[config.mk]
export PLATFORM = sky130hd
export DESIGN_NAME = chunk_semaphore_wait_queue_top
export DESIGN_NICKNAME = d
export VERILOG_FILES = /design/src/design/csq_pkg.sv /design/src/design/csq_queue_ram.sv /design/src/design/csq_result_buf.sv /design/src/design/chunk_semaphore_wait_queue_top.sv
export VERILOG_INCLUDE_DIRS = /design/src /design/src/design
export SDC_FILE = /design/constraint.sdc
export NUM_CORES = 1
export LEC_CHECK = 0
export BUFFER_PORTS_ARGS = -buffer_cell sky130_fd_sc_hd__buf_2
export CORE_UTILIZATION = 51
export DETAILED_ROUTE_END_ITERATION = 8
export PLACE_DENSITY_LB_ADDON = 0.05
export SYNTH_ARGS = -nofsm -noshare
export SYNTH_HDL_FRONTEND = slang
export SYNTH_SLANG_ARGS = --single-unit
export TNS_END_PERCENT = 5
[constraint.sdc]
create_clock -name i_clk -period 5.46 [get_ports i_clk]
set_clock_uncertainty 0.05 [all_clocks]
set_input_delay 0.273 -clock i_clk [delete_from_list [all_inputs] [get_ports i_clk]]
set_output_delay 0.273 -clock i_clk [all_outputs]
set_load 0.005 [all_outputs]
[src/design/assert_macros.svh]
// Assertion macros used by the top-level RTL file.
`ifndef ASSERT_MACROS_SVH
`define ASSERT_MACROS_SVH

// The expression must hold at every clock edge outside reset.
`define CSQ_ASSERT_ALWAYS(lbl, clk, rstn, expr, msg) \
    lbl: assert property (@(posedge clk) disable iff (!rstn) (expr)) else $error(msg);

// When the trigger holds, the consequence must hold in the next cycle.
`define CSQ_ASSERT_NEXT(lbl, clk, rstn, trig, cons, msg) \
    lbl: assert property (@(posedge clk) disable iff (!rstn) (trig) |=> (cons)) else $error(msg);

`endif

[src/design/csq_pkg.sv]
`default_nettype none

package csq_pkg;

    // Sizes of the semaphore.
    localparam int QUEUE_DEPTH = 8;
    localparam int UNIT_BITS   = 16;
    localparam int ID_BITS     = 4;
    localparam int IDX_W       = (QUEUE_DEPTH > 1) ? $clog2(QUEUE_DEPTH) : 1;
    localparam int CNT_W       = $clog2(QUEUE_DEPTH + 1);

    // Request types.
    localparam logic REQ_OBTAIN  = 1'b0;
    localparam logic REQ_RELEASE = 1'b1;

    // Result outcome codes.
    localparam logic [1:0] OC_GRANT  = 2'd0;
    localparam logic [1:0] OC_REFUSE = 2'd1;
    localparam logic [1:0] OC_FULL   = 2'd2;

    // Configuration register indexes.
    localparam int         CFG_IDX_W      = 1;
    localparam int         CFG_DATA_W     = 16;
    localparam logic [0:0] CFG_FIFO_MODE  = 1'd0;
    localparam logic [0:0] CFG_INIT_UNITS = 1'd1;

    // Input item.
    typedef struct packed {
        logic                 req_type;
        logic [ID_BITS-1:0]   requester_id;
        logic [UNIT_BITS-1:0] amount;
        logic                 wait_if_short;
    } t_in_s;

    // Result item.
    typedef struct packed {
        logic [ID_BITS-1:0]   grant_id;
        logic [1:0]           outcome;
        logic [UNIT_BITS-1:0] units_left;
        logic                 last;
    } t_out_s;

    // One waiting-queue entry.
    typedef struct packed {
        logic [ID_BITS-1:0]   id;
        logic [UNIT_BITS-1:0] amount;
    } t_qent_s;

    // Control from the sequencer to the result buffer.
    typedef struct packed {
        logic load;
        logic push;
        logic push_last;
    } t_rb_ctl_s;

    // Status from the result buffer to the sequencer.
    typedef struct packed {
        logic pend_vld;
        logic can_push;
    } t_rb_sts_s;

endpackage

`default_nettype wire

[src/design/csq_queue_ram.sv]
`default_nettype none

module csq_queue_ram
    import csq_pkg::*;
(
    input  wire logic             i_clk,
    input  wire logic             i_we,
    input  wire logic [IDX_W-1:0] i_waddr,
    input  wire t_qent_s          i_wdata,
    input  wire logic             i_re,
    input  wire logic [IDX_W-1:0] i_raddr,
    output t_qent_s               o_rdata
);

    t_qent_s r_mem [QUEUE_DEPTH];
    t_qent_s r_rdata;

    // Write port.
    always_ff @(posedge i_clk) begin
        if (i_we) begin
            r_mem[i_waddr] <= i_wdata;
        end
    end

    // Registered read port; the data holds until the next read.
    always_ff @(posedge i_clk) begin
        if (i_re) begin
            r_rdata <= r_mem[i_raddr];
        end
    end

    assign o_rdata = r_rdata;

endmodule

`default_nettype wire

[src/design/csq_result_buf.sv]
`default_nettype none

module csq_result_buf
    import csq_pkg::*;
(
    input  wire logic      i_clk,
    input  wire logic      i_rst_n,
    input  wire t_rb_ctl_s i_ctl,
    input  wire t_out_s    i_data,
    output t_rb_sts_s      o_sts,
    output logic           o_out_valid,
    input  wire logic      i_out_ready,
    output t_out_s         o_out_data
);

    t_out_s r_pend;
    logic   r_pend_vld;
    t_out_s r_out;
    logic   r_out_vld;

    // The pending result waits until it is known whether another follows it.
    always_ff @(posedge i_clk) begin
        if (!i_rst_n) begin
            r_pend_vld <= 1'b0;
        end else if (i_ctl.load) begin
            r_pend_vld <= 1'b1;
        end else if (i_ctl.push) begin
            r_pend_vld <= 1'b0;
        end
    end

    always_ff @(posedge i_clk) begin
        if (i_ctl.load) begin
            r_pend <= i_data;
        end
    end

    // Output register, refilled from the pending slot.
    always_ff @(posedge i_clk) begin
        if (!i_rst_n) begin
            r_out_vld <= 1'b0;
        end else if (i_ctl.push) begin
            r_out_vld <= 1'b1;
        end else if (i_out_ready) begin
            r_out_vld <= 1'b0;
        end
    end

    always_ff @(posedge i_clk) begin
        if (i_ctl.push) begin
            r_out <= '{grant_id: r_pend.grant_id, outcome: r_pend.outcome,
                       units_left: r_pend.units_left, last: i_ctl.push_last};
        end
    end

    assign o_sts.pend_vld = r_pend_vld;
    assign o_sts.can_push = !r_out_vld || i_out_ready;
    assign o_out_valid    = r_out_vld;
    assign o_out_data     = r_out;

endmodule

`default_nettype wire

[src/design/chunk_semaphore_wait_queue_top.sv]
// Obtain: result via pending slot and output register; a queued obtain keeps the input ready.
// Release: scan of N queued waiters, one queue-RAM read per cycle; output stalls hold the scan.
// Throughput: one item at a time; the queue scan over the single-port read RAM sets the rate.
// Reset (synchronous, active low): 0 units, empty queue, FIFO mode on; queue RAM not cleared.
`default_nettype none
`include "assert_macros.svh"

module chunk_semaphore_wait_queue_top
    import csq_pkg::*;
(
    input  wire logic                  i_clk,
    input  wire logic                  i_rst_n,
    input  wire logic                  i_cfg_we,
    input  wire logic [CFG_IDX_W-1:0]  i_cfg_idx,
    input  wire logic [CFG_DATA_W-1:0] i_cfg_data,
    input  wire logic                  i_in_valid,
    output logic                       o_in_ready,
    input  wire t_in_s                 i_in_data,
    output logic                       o_out_valid,
    input  wire logic                  i_out_ready,
    output t_out_s                     o_out_data
);

    localparam logic [1:0] S_IDLE   = 2'd0;
    localparam logic [1:0] S_SCAN   = 2'd1;
    localparam logic [1:0] S_FINISH = 2'd2;

    logic [1:0]           r_state, n_state;
    logic [UNIT_BITS-1:0] r_avail, n_avail;
    logic [CNT_W-1:0]     r_count, n_count;
    logic [CNT_W-1:0]     r_ev, n_ev;
    logic [CNT_W-1:0]     r_wr, n_wr;
    logic                 r_stop, n_stop;
    logic                 r_fifo, n_fifo;

    logic                 w_in_acc;
    logic                 w_adv;
    logic                 w_grant;
    logic                 w_scan_last;
    logic [CNT_W-1:0]     w_ev_nxt;
    logic [UNIT_BITS:0]   w_sum;
    logic [UNIT_BITS-1:0] w_sub_in;
    logic [UNIT_BITS-1:0] w_sub_q;

    logic                 mem_we;
    logic [IDX_W-1:0]     mem_waddr;
    t_qent_s              mem_wdata;
    logic                 mem_re;
    logic [IDX_W-1:0]     mem_raddr;
    t_qent_s              q_rdata;

    t_rb_ctl_s            rb_ctl;
    t_rb_sts_s            rb_sts;
    t_out_s               rb_data;

    csq_queue_ram u_ram (
        .i_clk   (i_clk),
        .i_we    (mem_we),
        .i_waddr (mem_waddr),
        .i_wdata (mem_wdata),
        .i_re    (mem_re),
        .i_raddr (mem_raddr),
        .o_rdata (q_rdata)
    );

    csq_result_buf u_rbuf (
        .i_clk       (i_clk),
        .i_rst_n     (i_rst_n),
        .i_ctl       (rb_ctl),
        .i_data      (rb_data),
        .o_sts       (rb_sts),
        .o_out_valid (o_out_valid),
        .i_out_ready (i_out_ready),
        .o_out_data  (o_out_data)
    );

    assign o_in_ready = (r_state == S_IDLE);
    assign w_in_acc   = i_in_valid && o_in_ready;

    // Arithmetic on the unit count.
    assign w_sum       = {1'b0, r_avail} + {1'b0, i_in_data.amount};
    assign w_sub_in    = r_avail - i_in_data.amount;
    assign w_sub_q     = r_avail - q_rdata.amount;
    assign w_ev_nxt    = r_ev + CNT_W'(1);
    assign w_scan_last = (w_ev_nxt == r_count);
    assign w_grant     = !r_stop && (r_avail >= q_rdata.amount);

    // Sequencer: config writes, request decode, queue scan with in-place compaction, flush.
    always_comb begin
        n_state   = r_state;
        n_avail   = r_avail;
        n_count   = r_count;
        n_ev      = r_ev;
        n_wr      = r_wr;
        n_stop    = r_stop;
        n_fifo    = r_fifo;
        w_adv     = 1'b0;
        mem_we    = 1'b0;
        mem_waddr = r_count[IDX_W-1:0];
        mem_wdata = '{id: i_in_data.requester_id, amount: i_in_data.amount};
        mem_re    = 1'b0;
        mem_raddr = '0;
        rb_ctl    = '0;
        rb_data   = '{grant_id: i_in_data.requester_id, outcome: OC_GRANT,
                      units_left: w_sub_in, last: 1'b0};

        case (r_state)
            S_IDLE: begin
                if (i_cfg_we) begin
                    case (i_cfg_idx)
                        CFG_FIFO_MODE:  n_fifo  = i_cfg_data[0];
                        CFG_INIT_UNITS: n_avail = i_cfg_data[UNIT_BITS-1:0];
                        default:        n_fifo  = r_fifo;
                    endcase
                end
                if (w_in_acc) begin
                    if (i_in_data.req_type == REQ_OBTAIN) begin
                        if (!(r_fifo && (r_count != '0)) && (r_avail >= i_in_data.amount)) begin
                            n_avail     = w_sub_in;
                            rb_ctl.load = 1'b1;
                            n_state     = S_FINISH;
                        end else if (i_in_data.wait_if_short) begin
                            if (r_count < CNT_W'(QUEUE_DEPTH)) begin
                                mem_we  = 1'b1;
                                n_count = r_count + CNT_W'(1);
                            end else begin
                                rb_data.outcome    = OC_FULL;
                                rb_data.units_left = r_avail;
                                rb_ctl.load        = 1'b1;
                                n_state            = S_FINISH;
                            end
                        end else begin
                            rb_data.outcome    = OC_REFUSE;
                            rb_data.units_left = r_avail;
                            rb_ctl.load        = 1'b1;
                            n_state            = S_FINISH;
                        end
                    end else begin
                        // Release: saturating add, then scan from the oldest waiter.
                        n_avail = w_sum[UNIT_BITS] ? '1 : w_sum[UNIT_BITS-1:0];
                        n_ev    = '0;
                        n_wr    = '0;
                        n_stop  = 1'b0;
                        if (r_count == '0) begin
                            n_state = S_FINISH;
                        end else begin
                            mem_re  = 1'b1;
                            n_state = S_SCAN;
                        end
                    end
                end
            end

            S_SCAN: begin
                if (w_grant) begin
                    // A grant needs the pending slot; an earlier grant moves out first.
                    if (!rb_sts.pend_vld || rb_sts.can_push) begin
                        n_avail            = w_sub_q;
                        rb_data.grant_id   = q_rdata.id;
                        rb_data.units_left = w_sub_q;
                        rb_ctl.load        = 1'b1;
                        rb_ctl.push        = rb_sts.pend_vld;
                        w_adv              = 1'b1;
                    end
                end else begin
                    // Kept waiter is written back at the compacted position.
                    mem_we    = 1'b1;
                    mem_waddr = r_wr[IDX_W-1:0];
                    mem_wdata = q_rdata;
                    n_wr      = r_wr + CNT_W'(1);
                    if (r_fifo) begin
                        n_stop = 1'b1;
                    end
                    w_adv = 1'b1;
                end
                if (w_adv) begin
                    if (w_scan_last) begin
                        n_count = w_grant ? r_wr : (r_wr + CNT_W'(1));
                        n_state = S_FINISH;
                    end else begin
                        mem_re    = 1'b1;
                        mem_raddr = w_ev_nxt[IDX_W-1:0];
                        n_ev      = w_ev_nxt;
                    end
                end
            end

            S_FINISH: begin
                // The last result of this item leaves with its end mark.
                if (!rb_sts.pend_vld) begin
                    n_state = S_IDLE;
                end else if (rb_sts.can_push) begin
                    rb_ctl.push      = 1'b1;
                    rb_ctl.push_last = 1'b1;
                    n_state          = S_IDLE;
                end
            end

            default: begin
                n_state = S_IDLE;
            end
        endcase
    end

    // Control state.
    always_ff @(posedge i_clk) begin
        if (!i_rst_n) begin
            r_state <= S_IDLE;
            r_avail <= '0;
            r_count <= '0;
            r_ev    <= '0;
            r_wr    <= '0;
            r_stop  <= 1'b0;
            r_fifo  <= 1'b1;
        end else begin
            r_state <= n_state;
            r_avail <= n_avail;
            r_count <= n_count;
            r_ev    <= n_ev;
            r_wr    <= n_wr;
            r_stop  <= n_stop;
            r_fifo  <= n_fifo;
        end
    end

    // Checks on the sequencer.
    `CSQ_ASSERT_ALWAYS(a_count_range, i_clk, i_rst_n, r_count <= CNT_W'(QUEUE_DEPTH), "queue count overflow")
    `CSQ_ASSERT_ALWAYS(a_idle_flushed, i_clk, i_rst_n, (r_state != S_IDLE) || !rb_sts.pend_vld, "pending result left in idle")
    `CSQ_ASSERT_ALWAYS(a_compact_order, i_clk, i_rst_n, (r_state != S_SCAN) || (r_wr <= r_ev), "write index passed read index")
    `CSQ_ASSERT_NEXT(a_scan_start, i_clk, i_rst_n, w_in_acc && (i_in_data.req_type == REQ_RELEASE) && (r_count != '0), r_state == S_SCAN, "release with waiters did not scan")

endmodule

`default_nettype wire
# ---- Yosys cells after proc, flatten, opt, wreduce, memory -nomap -nowiden
# Memory sizes are Yosys's and may differ from the RTL's. A register that Yosys moved wholly into a read port is not among the register bits.
# Index checks and enable logic that the tools add are counted.
dict set report word_totals {
  reg_bits 79
  wordCells 166
  inputBits 44
  n_memories 1
  out_inout_bits 25
  mem_bits_rw 160
}
dict set report classes {
  n_bitwise 4
  magnitude_cmp 3
  add_sub_neg 6
  n_mux 91
  eq_ne 18
  n_reduce_logical 26
}
# memory words word_bits read_ports rd_ports_with_merged_regs write_ports line_no
set memory_table {}
lappend memory_table {u_ram.r_mem 8 20 1 1 1 csq_queue_ram.sv:15} ;# t_qent_s r_mem [QUEUE_DEPTH];
# operator n
set ops {}
lappend ops {{16-bit two-way mux} 13}
lappend ops {{16-bit one-hot mux with 2 select lines} 2}
lappend ops {{4-bit two-way mux} 15}
lappend ops {{20-bit two-way mux} 2}
lappend ops {{16-bit greater-or-equal comparator} 2}
lappend ops {{16-bit subtractor} 2}
lappend ops {{1-bit two-way mux} 29}
lappend ops {{2-bit two-way mux} 14}
lappend ops {{4-bit one-hot mux with 2 select lines} 3}
lappend ops {{18-bit two-way mux} 1}
lappend ops {{16-bit by 16-bit adder with 17-bit output} 1}
lappend ops {{17-bit two-way mux} 1}
lappend ops {{2-bit inequality test (second input constant)} 8}
lappend ops {{3-bit two-way mux} 5}
lappend ops {{5-bit AND reduction} 3}
lappend ops {{4-bit by 1-bit adder with 4-bit output (second input constant)} 3}
lappend ops {{2-bit by 1-bit inequality test with 1-bit output (second input constant)} 5}
lappend ops {{1-bit one-hot mux with 2 select lines} 5}
lappend ops {{3-bit AND reduction} 3}
lappend ops {{8-bit AND reduction} 1}
lappend ops {{2-bit one-hot mux with 3 select lines} 1}
lappend ops {{2-bit nonzero test} 3}
lappend ops {{5-bit inequality test (second input constant)} 1}
lappend ops {{5-bit OR reduction} 1}
lappend ops {{other kinds (14)} 24}

# ---- Logic depth before layout (Yosys ltp)
# Gate-level depths: netlist (run 1).
dict set report logic_depth {
  depth_word 10
  mapped_depth 14
  mapped_depth_nobuf 12
}

# ---- By module
# From an unflattened synthesis (run 1), not the netlist that was laid out.
dict set report hier_totals {
  hier_cells 1122
  area_unflattened_um2 13909.6
}
# module instances seq_area_each_um2 cells_per_inst area_each_um2
set modules_own_cells {}
lappend modules_own_cells {csq_queue_ram 1 5405.2 264 6812.8}
lappend modules_own_cells {chunk_semaphore_wait_queue_top 1 640.6 805 5655.4}
lappend modules_own_cells {csq_result_buf 1 1391.3 53 1441.4}

# ---- Least setup slack after synthesis (run 1)
# Ideal clock, no wire load.
dict set report synth_timing {
  path_kind {register to register}
  start {register r_avail[0]}
  end {memory u_ram.r_mem[3][0] in the netlist's numbering, enable pin}
  stages_incl_launch_ff 14
  setup_slack_ns 1.617
  period_less_slack_ns 3.843
  t_required_ns 5.013
  n_path_buf 1
  arrival_time_ns 3.396
  setup_ns 0.397
  cell_sequence {dfxtp_1 inv_1 ha_1 inv_1 fa_1 a21oi_1 o21ai_2 a211oi_2 o31a_1 buf_6 nor2_4 nor2_1 a21oi_1 nor2_1}
}
dict set report synth_between {
  elab_chain_len 8
  elab_cells_between_ends 13
  classes_between {order compare (2); mux (9); reduce/logical (2)}
}
# item line_no
set synth_rtl {}
lappend synth_rtl {{from (decl)} chunk_semaphore_wait_queue_top.sv:29} ;# logic [UNIT_BITS-1:0] r_avail, n_avail;
lappend synth_rtl {{from (signal assigned)} chunk_semaphore_wait_queue_top.sv:217} ;# r_avail <= n_avail;
lappend synth_rtl {{16-bit greater-or-equal comparator} chunk_semaphore_wait_queue_top.sv:118} ;# if (!(r_fifo && (r_count != '0)) && (r_avail >= i_in_data.amount)) begin
lappend synth_rtl {{1-bit logical AND} chunk_semaphore_wait_queue_top.sv:118}
lappend synth_rtl {{1-bit two-way mux} chunk_semaphore_wait_queue_top.sv:118}
lappend synth_rtl {{1-bit two-way mux} chunk_semaphore_wait_queue_top.sv:117} ;# if (i_in_data.req_type == REQ_OBTAIN) begin
lappend synth_rtl {{1-bit two-way mux} chunk_semaphore_wait_queue_top.sv:116} ;# if (w_in_acc) begin
lappend synth_rtl {{1-bit one-hot mux with 2 select lines} chunk_semaphore_wait_queue_top.sv:107} ;# case (r_state)
lappend synth_rtl {{1-bit two-way mux} csq_queue_ram.sv:20} ;# if (i_we) begin
lappend synth_rtl {{1-bit two-way mux (not written as such)} csq_queue_ram.sv:21} ;# r_mem[i_waddr] <= i_wdata;
lappend synth_rtl {{to (decl)} csq_queue_ram.sv:15}
# Several ways; a longest one is shown, not always the timed one.

# ---- Final worst setup path (run 1)
dict set report layout_timing {
  start {register r_avail[0]}
  end {memory u_ram.r_mem[3][15] in the netlist's numbering, enable pin}
}
# The elaborated chain is that of the path after synthesis.

==> run metrics, run 1 <==
CP Capture Type=register; CTS HTree Levels=1; num ports=69; FP Rows=60; outcome=finished, final reports clean; largest area contributor in the synthesized netlist=edfxtp_1; Setup CP Type=register to register; post-synthesis cell count=1,250; clk_lat worst skew=0.54 ns; die area=28,100 um^2; register area share after synthesis=0.531; RSZ-0062 raised after global routing=no; most frequent cells in the layout=225 x edfxtp_1, 113 x nand2_1, 81 x nor2_1; hpwl dp=28,300 um; layout cells sized above 1=0.156; Worst EP required=5.66 ns; area grow syn2layout=11.0%; most common cell after layout, fill and taps aside=edfxtp_1; P per Cell Area=345 nW/um^2; clk root buf=clkbuf_16; hold path startpoint=i_in_data[20]; Critical Path Start=r_avail[0]; Die H=168 um; Unique masters post-synth=88; Synth Register Bits=259; Synth async-reset ratio=0; Syn. warnings=0; clock slew seen by the registers of the worst setup and hold paths=0.07 ns; slowest stage delay, CP=0.62 ns; GRT Resource Usage Total=0.282; global route overflow=0; DRT antenna net count=0; fmax=223 MHz; Leak=0.00572 uW; DRT Wirelength=39,400 um; Tightest Pin Transition=1.14 ns; Synth Flop Type=edfxtp_1; initial core utilization=0.520; maximum VDD drop=0.000263 V; vias in the first global route=10,100; Period minus WS final=4.48 ns; Synth Net Count=1,352; first-pass GRT wire length=60,300 um; CTS tree=built; vias per cell=6.28; Final Max Tran Viols=0; EDFF count, synth=225; Final TNS setup=0 ns; Final Hold Fails=0; final cell count without fillers=1,680; Total Power=5360 uW; slew margin rel.=0.243; largest net degree at the start of global routing=45; # resized after CTS=0; Post-CTS Setup Bufs=0; detailed-router iteration count before antenna repair=5; clk sinks=259; synthesized area per cell=11.2 um^2; post-route clock period utilization=0.820; Reg2Reg Launch Point=r_avail[0]; Startpoint Class=register; Max Buffers Root-to-Sink=3; DRC viols=0; routed len/inst=23.5 um; Hold Path Class=primary input to register; initial antenna violation count=0; antenna diode count=0; initial DRC count=943; TritonCTS Buffers=27; Placed Instances=1,629; synthesized area=14,000 um^2; Worst EP arrival=4.67 ns; Area contributors post-synth=edfxtp_1 48%, ha_1 4.9%, dfxtp_1 4.9%; worst-path cell with the longest stage delay=o31a_1; IO buf count=68; Die Width=168 um; CP Max Fanout=13; setup violators final=0; Core Box Area=27,000 um^2; via count=10,600; max_cap viols=0; Placer Congestion=0.978; # nets final=1,422; post-synth top area share=0.482; critical path cell sequence=inv_1, ha_1, inv_1, fa_1, a21oi_1, o21ai_2, a211oi_2, o31a_1, nor2_4, nor2_1, a21oi_1, nor2_2, buf_12
cells by family (layout without fill, tap and decap cells):
family | after synthesis | after routing | share of synthesized area
buf+inv | 130 | 219 | 0.0397
compound gates | 369 | 369 | 0.191
simple gates | 339 | 339 | 0.113
xor+xnor | 39 | 39 | 0.0264
fa+ha+maj | 58 | 58 | 0.0534
flops | 259 | 259 | 0.531
mux | 56 | 56 | 0.0448
synth_stat cells (11+ instances only):
library cell and instances:
a211oi_1 12, nor2_1 89, dfxtp_1 34, o21a_1 12
mux2i_1 11, o22ai_1 20, buf_2 16, a21oi_1 79
edfxtp_1 225, a221o_1 48, inv_1 70, clkbuf_1 34
o21ai_0 59, nand4_1 12, a21o_1 13, xnor2_1 28
and3_1 12, a31oi_1 18, nor3_1 31, nand2_1 113
nand2b_1 12, mux2_2 44, ha_1 55, nand3_1 26
timing repair:
action / CTS / global route
endpoints found under the hold margin: 3 / 0
hold buffers: 3 / 0
setup endpoints to repair: 0 / 0
worst paths after layout:
| path | to | slack [ns] | cells after the start |
|---|---|---|---|
| max | u_ram.r_mem[3][15] | 0.98 | 13 |
| min | u_rbuf.r_pend[22] | 0.07 | 3 |
| max reg2reg | u_ram.r_mem[3][15] | 0.98 | 13 |
| min reg2reg | u_rbuf.o_out_data[18] | 0.37 | 0 |
per-stage QoR:
step                      hold slack, ns  worst slack, ns  instance area, um^2  utilization
final                             0.0703            0.982                15600        0.577
after global routing              0.0592            0.697                15600        0.577
after CTS                         0.0432             1.02                15600        0.577
after detailed placement           0.355             1.07                14700        0.547
after global placement             0.351             1.19                14700        0.547
after floorplan                    0.348             1.62                14000            -
layer usage:
layer	GRT usage	vias to the layer above	routed length [um]
met4	0.0826	0	1080
li1	-	4929	-
met1	0.384	5140	17000
met2	0.472	415	18600
met5	0	-	0
met3	0.0371	67	2750
layout make-up:
type	instances	area (um^2)
clock buffer	36	719
tap	341	427
multi-input combinational	861	6040
sequential	259	7440
fill	2284	11400
clock inverter	12	66.3
timing repair buffer	100	601
inverter	71	267
state kept, by name (all words and copies together) (netlist names), 2 cells and up:
| signal | count |
|---|---|
| r_avail | 16 |
| r_count | 4 |
| r_ev | 4 |
| r_state | 2 |
| r_wr | 4 |
| u_ram.o_rdata | 20 |
| u_ram.r_mem | 160 |
| u_rbuf.o_out_data | 23 |
| u_rbuf.r_pend | 22 |
worst max-delay path: cells and delay by family, from the launching register on:
| family | cells | cell delay [ns] |
|---|---|---|
| AOI/OAI and AO/OA | 5 | 1.58 |
| and+or+nand+nor | 3 | 1.22 |
| adders and majority gates | 2 | 0.56 |
| buffers and inverters | 3 | 0.38 |
| DFF | 1 | 0.35 |
report_power, final:
part / leakage (uW) / total (uW) / internal (uW) / switching [uW]
sequential: 0.00231 / 2320 / 2250 / 73.6
combinational: 0.00304 / 1380 / 505 / 877
clock: 0.000378 / 1660 / 922 / 737
total: 0.00572 / 5360 / 3670 / 1690
Power figures use the tool's default switching activity.
==> inputs of run 2 (changes only) <==
==> constraint.sdc (replaced) <==
create_clock -name i_clk -period 4.5 [get_ports i_clk]
set_clock_uncertainty 0.05 [all_clocks]
set_input_delay 0.225 -clock i_clk [delete_from_list [all_inputs] [get_ports i_clk]]
set_output_delay 0.225 -clock i_clk [all_outputs]
set_load 0.005 [all_outputs]
==> run 2 against run 1 <==
  * Routed wire length up 2.6%
  * Maximum frequency increased by 13%
  * Die area unchanged
  * Hold slack worse by 0.020 ns
  * Utilization up 0.90 points
  * Critical path type unchanged
  * Highest routed layer unchanged
==> run metrics, run 2 (same netlist as run 1, synthesis figures left out) <==
Die H=168 um (unchanged); area grow syn2layout=12.8%; slew margin rel.=0.256 (+0.0126); fmax=253 MHz (+13%); post-route clock period utilization=0.879 (+0.0591); slowest stage delay, CP=0.54 ns (-0.08 ns); antenna diode count=0 (unchanged); CP Max Fanout=11 (-2); Placer Congestion=0.960 (-1.8%); CTS tree=built; hold path startpoint=i_cfg_data[10]; P per Cell Area=427 nW/um^2 (+24%); most frequent cells in the layout=225 x edfxtp_1, 113 x nand2_1, 81 x nor2_1; vias per cell=6.30 (+0.27%); num ports=69 (unchanged); FP Rows=60 (unchanged); clk sinks=259 (unchanged); hpwl dp=28,400 um (+0.46%); Worst EP arrival=4.16 ns (-0.51 ns); setup violators final=0 (unchanged); DRC viols=0 (unchanged); max reg flops=160 (unchanged); Tightest Pin Transition=1.12 ns (-0.0189 ns); largest net degree at the start of global routing=45 (unchanged); Critical Path Start=r_avail[0]; routed len/inst=23.8 um (+1.2%); total area of sequential cells=7440 um^2 (unchanged); Hold Path Class=primary input to register; # resized after CTS=0 (unchanged); via count=10,700 (+1.6%); vias in the first global route=10,200 (+0.93%); clk_lat worst skew=0.58 ns (+0.04 ns); GRT Resource Usage Total=0.289 (+0.00645); global route overflow=0 (unchanged); Worst EP required=4.70 ns (-0.96 ns); max_cap viols=0 (unchanged); # nets final=1,442 (+1.4%); Reg2Reg Launch Point=r_avail[0]; worst-path cell with the longest stage delay=nor2_2; Startpoint Class=register; die area=28,100 um^2 (unchanged); CP top delay family=compound AO/OA/AOI/OAI gates; Die Width=168 um (unchanged); layout cells sized above 1=0.167 (+0.0113); Placed Instances=1,644 (+0.92%); Leak=0.00586 uW (+2.4%); Layout fillers=2,241 (-1.9%); post-route setup slack=0.543 ns (-0.439 ns); detailed-router iteration count before antenna repair=5 (unchanged); DRT Wirelength=40,500 um (+2.6%); Multi-input gate area=6040 um^2 (unchanged); initial core utilization=0.520 (unchanged); outcome=finished, final reports clean; clock slew seen by the registers of the worst setup and hold paths=0.07 ns (about the same); Final Max Tran Viols=0 (unchanged); most common cell after layout, fill and taps aside=edfxtp_1; Place WS=0.605 ns (-0.462 ns); RSZ-0062 raised after global routing=no; initial DRC count=1,287 (+36%); final cell count without fillers=1,703 (+1.4%); CTS HTree Levels=1 (unchanged); Setup CP Type=register to register; Core Box Area=27,000 um^2 (unchanged); IO buf count=68 (unchanged); clk root buf=clkbuf_16; fin area=15,800 um^2 (+1.6%); Max Buffers Root-to-Sink=3 (unchanged); critical path cell sequence=inv_1, ha_1, inv_1, fa_1, a21oi_1, o21ai_2, a211oi_2, o31a_1, nor2_4, nor2_1, buf_4, a31oi_1, nor2_2, buf_4; maximum VDD drop=0.000415 V (+57%); reg2reg setup slack=0.54 ns (-0.44 ns); Reg with most FFs=u_ram.r_mem; first-pass GRT wire length=61,300 um (+1.7%); initial antenna violation count=0 (unchanged); Final TNS setup=0 ns (unchanged); TritonCTS Buffers=28 (+3.7%); CP Capture Type=register; Final Hold Fails=0 (unchanged); CP Buf/Inv Count=4 (+1); Period minus WS final=3.96 ns (-0.521 ns); DRT antenna net count=0 (unchanged); DP Area=14,800 um^2 (+0.68%)
[run 2: changes by cell type in the layout (fill, tap and decap cells not counted), sizes merged]
| cell | delta |
|---|---|
| dlygate4sd3 | +4 |
| clkinv | +4 |
| buf | +15 |
| bufinv | +2 |
| inv | -2 |
[run 2: worst register-to-register path, cell delays in order (launching register included)]
cell and delay [ns]:
dfxtp_1 0.35, inv_1 0.10, ha_1 0.17, inv_1 0.06, fa_1 0.40, a21oi_1 0.24, o21ai_2 0.11, a211oi_2 0.33
o31a_1 0.26, nor2_4 0.09, nor2_1 0.27, buf_4 0.21, a31oi_1 0.15, nor2_2 0.54, buf_4 0.34
[run 2: area by class of cell]
type	count	area share
clock inverter	16	0.00998
inverter	71	0.0169
tap	341	0.0270
multi-input combinational	861	0.382
sequential	259	0.471
timing repair buffer	119	0.0469
clock buffer	36	0.0462
[run 2: layer usage]
layer,GRT usage,up-vias,share of wire
met5,0,-,0
li1,-,4980,-
met1,0.389,5188,0.43
met4,0.0969,0,0.034
met3,0.0392,91,0.066
met2,0.481,465,0.47
[run 2: stage by stage]
step	utilization	power [uW]	hold WS (ns)
after floorplan	-	4010	0.300
after global placement	0.551	4520	0.352
after detailed placement	0.551	4520	0.355
after CTS	0.586	6750	0.0206
after global routing	0.586	7010	0.0473
final	0.586	6750	0.0500
[run 2: timing repair]
| action | 4_1_cts | 5_1_grt |
|---|---|---|
| setup buffers | 0 | 0 |
| endpoints found under the setup margin | 0 | 0 |
| hold endpoints to repair | 7 | 0 |
| hold buffers | 7 | 0 |
[run 2: final timing paths]
| check | endpoint | cells after the start |
|---|---|---|
| hold / removal | r_avail[10] | 4 |
| hold reg to reg | u_rbuf.o_out_data[15] | 0 |
| setup reg to reg | u_ram.r_mem[7][4] | 14 |
| setup / recovery | u_ram.r_mem[7][4] | 14 |
[run 2: report_power, final]
part / leakage [uW] / switching (uW) / internal (uW) / total (uW)
clock: 0.000426 / 960 / 1270 / 2230
combinational: 0.00313 / 1080 / 638 / 1720
sequential: 0.00231 / 81.3 / 2720 / 2800
total: 0.00586 / 2120 / 4630 / 6750
==> inputs of run 3 (changes only) <==
--- a/config.mk
+++ b/config.mk
@@ -7,6 +7,7 @@
 export NUM_CORES = 1
 export LEC_CHECK = 0
 export BUFFER_PORTS_ARGS = -buffer_cell sky130_fd_sc_hd__buf_2
+export CORE_MARGIN = 2
 export CORE_UTILIZATION = 51
 export DETAILED_ROUTE_END_ITERATION = 8
 export PLACE_DENSITY_LB_ADDON = 0.05
==> run 3 against run 2 <==
  * Hold slack lost 0.020 ns
  * Final cell count shrank 0.12%
  * Sequential cell count is the same
  * Critical path depth shrank 1
  * Clock power is essentially flat
  * Cell area is essentially flat
  * Routed wire length grew 0.25%
  * Combinational power is essentially flat
  * Sequential power is essentially flat
  * Global-route usage shrank 0.75 points
==> run metrics, run 3 (same netlist as run 1, synthesis figures left out) <==
outcome=finished, final reports clean; clk_lat worst skew=0.55 ns (-0.03 ns); P_int=4640 uW (+0.26%); Tightest Pin Transition=1.05 ns (-0.0679 ns); CP Capture Type=register; initial core utilization=0.520 (unchanged); clk root buf=clkbuf_16; routed len/inst=23.9 um (+0.37%); Placer Congestion=0.920 (-4.2%); largest net degree at the start of global routing=43 (-4.4%); clk sinks=259 (unchanged); detailed-router iteration count before antenna repair=5 (unchanged); Place WS=0.758 ns (+0.153 ns); Flop pwr share=0.417 (+0.002); clock share of power=0.329 (about the same); Reg with most FFs=u_ram.r_mem; # resized after CTS=0 (unchanged); CTS tree=built; CTS HTree Levels=1 (unchanged); Die H=170 um (+1.2%); DRC viols=0 (unchanged); Period minus WS final=3.81 ns (-0.148 ns); combinational power share=0.254 (about the same); IO buf count=68 (unchanged); num ports=69 (unchanged); slew margin rel.=0.294 (+0.0378); critical path cell sequence=inv_1, ha_1, inv_1, fa_1, nand3_1, a311oi_1, a211o_1, a21o_1, nor4_2, and3_1, a21oi_1, nor2_2, buf_4; Setup CP Type=register to register; Critical Path End=u_ram.r_mem[1][15]; TritonCTS Buffers=28 (unchanged); P per Cell Area=426 nW/um^2 (-0.32%); clock slew seen by the registers of the worst setup and hold paths=0.06 ns (about the same); die area=28,800 um^2 (+2.4%); reg2reg setup slack=0.69 ns (+0.15 ns); initial antenna violation count=0 (unchanged); # nets final=1,441 (-0.069%); global route overflow=0 (unchanged); Switching Share=0.310 (-0.00436); GRT Resource Usage Total=0.281 (-0.00750); Worst EP arrival=3.95 ns (-0.21 ns); Startpoint Class=register; Layout fillers=2,298 (+2.5%); via count=10,700 (+0.22%); Final Hold Fails=0 (unchanged); net switching power=2080 uW (-1.7%); antenna diode count=0 (unchanged); Max Buffers Root-to-Sink=3 (unchanged); post-route clock period utilization=0.846 (-0.0329); FP Rows=60 (unchanged); layout cells sized above 1=0.170 (+0.00245); CP Max Fanout=20 (+9); Core Box Area=27,000 um^2 (unchanged); Worst EP required=4.64 ns (-0.06 ns); first-pass GRT wire length=61,200 um (-0.27%); Critical Path Start=r_avail[0]; setup violators final=0 (unchanged); DRT Wirelength=40,600 um (+0.25%); reg-to-reg critical path endpoint=u_ram.r_mem[1][15]; Leak=0.00586 uW (about the same); initial DRC count=1,032 (-20%); Most Frequent Cell on Critical Path=inv_1; DRT antenna net count=0 (unchanged); area grow syn2layout=12.7% (about the same); Final Max Tran Viols=0 (unchanged); fmax=263 MHz (+3.9%); Reg2Reg Launch Point=r_avail[0]; Worst Reg2Reg Path Length in Cells=13 (-1); vias per cell=6.32 (+0.34%); hold path startpoint=i_in_data[20]; most frequent cells in the layout=225 x edfxtp_1, 113 x nand2_1, 81 x nor2_1; Final TNS setup=0 ns (unchanged); maximum VDD drop=0.000288 V (-31%); most common cell after layout, fill and taps aside=edfxtp_1; worst-path cell with the longest stage delay=nor4_2; max reg flops=160 (unchanged); slowest stage delay, CP=0.45 ns (-0.09 ns); max_cap viols=0 (unchanged); vias in the first global route=10,300 (+0.76%); Hold Path Class=primary input to register; post-route setup slack=0.691 ns (+0.148 ns); RSZ-0062 raised after global routing=no; hpwl dp=28,900 um (+1.6%); Die Width=170 um (+1.2%)
==> run 3: cell type report <==
| cell class | instances | area (um^2) | share of cell area |
|---|---|---|---|
| flip-flops and latches | 259 | 7440 | 0.471 |
| well taps | 341 | 427 | 0.0270 |
| clock buffers | 34 | 744 | 0.0471 |
| inverters | 71 | 267 | 0.0169 |
| multi-input cells | 861 | 6040 | 0.382 |
| repair buffers | 118 | 736 | 0.0466 |
| clock inverters | 17 | 141 | 0.00895 |
==> run 3: worst max-delay path: cells and delay by family, from the launching register on <==
family | cells | cell delay, ns
AO/OA/AOI/OAI | 4 | 0.93
flip-flops | 1 | 0.35
buffers and inverters | 3 | 0.53
adder cells (fa/ha/maj) | 2 | 0.61
AND/OR/NAND/NOR | 4 | 0.98
==> run 3: timing repair <==
item                                   in CTS  in global routing
endpoints found under the hold margin       3                  0
hold buffers                                3                  0
buffers inserted                            0                  0
==> run 3: metrics by stage <==
step	utilization	hold slack (ns)	instances	total power [uW]	area, um^2
floorplan	-	0.300	1250	4010	14000
global placement	0.552	0.352	1647	4510	14900
detailed placement	0.552	0.355	1647	4510	14900
CTS	0.586	0.000724	1701	6730	15800
global route	0.586	0.0292	1701	7010	15800
finish	0.586	0.0303	1701	6730	15800
==> run 3: power groups by stage <==
stage / sequential [uW] / clock (uW) / combinational [uW]
global placement: 2850 / 0 / 1660
detailed placement: 2850 / 0 / 1660
global route: 2810 / 2350 / 1850
floorplan: 2820 / 0 / 1190
CTS: 2800 / 2260 / 1670
finish: 2810 / 2210 / 1710
==> run 3: metal layers <==
layer  up-vias  global-route usage  part of all wire
li1       4978                   -                 -
met1      5228               0.390              0.43
met2       455               0.450              0.46
met3        87              0.0375             0.072
met4         0               0.111             0.041
met5         -                   0                 0
==> run 3: worst min path at each step <==
stage                                  to  depth (start not counted)  slack (ns)
floorplan                          r_fifo                          2        0.30
global route            u_rbuf.r_pend[22]                          3        0.03
detailed placement   u_rbuf.o_out_data[7]                          0        0.35
global placement    u_rbuf.o_out_data[10]                          0        0.35
finish                  u_rbuf.r_pend[22]                          3        0.03
CTS                     u_rbuf.r_pend[22]                          3      0.0007
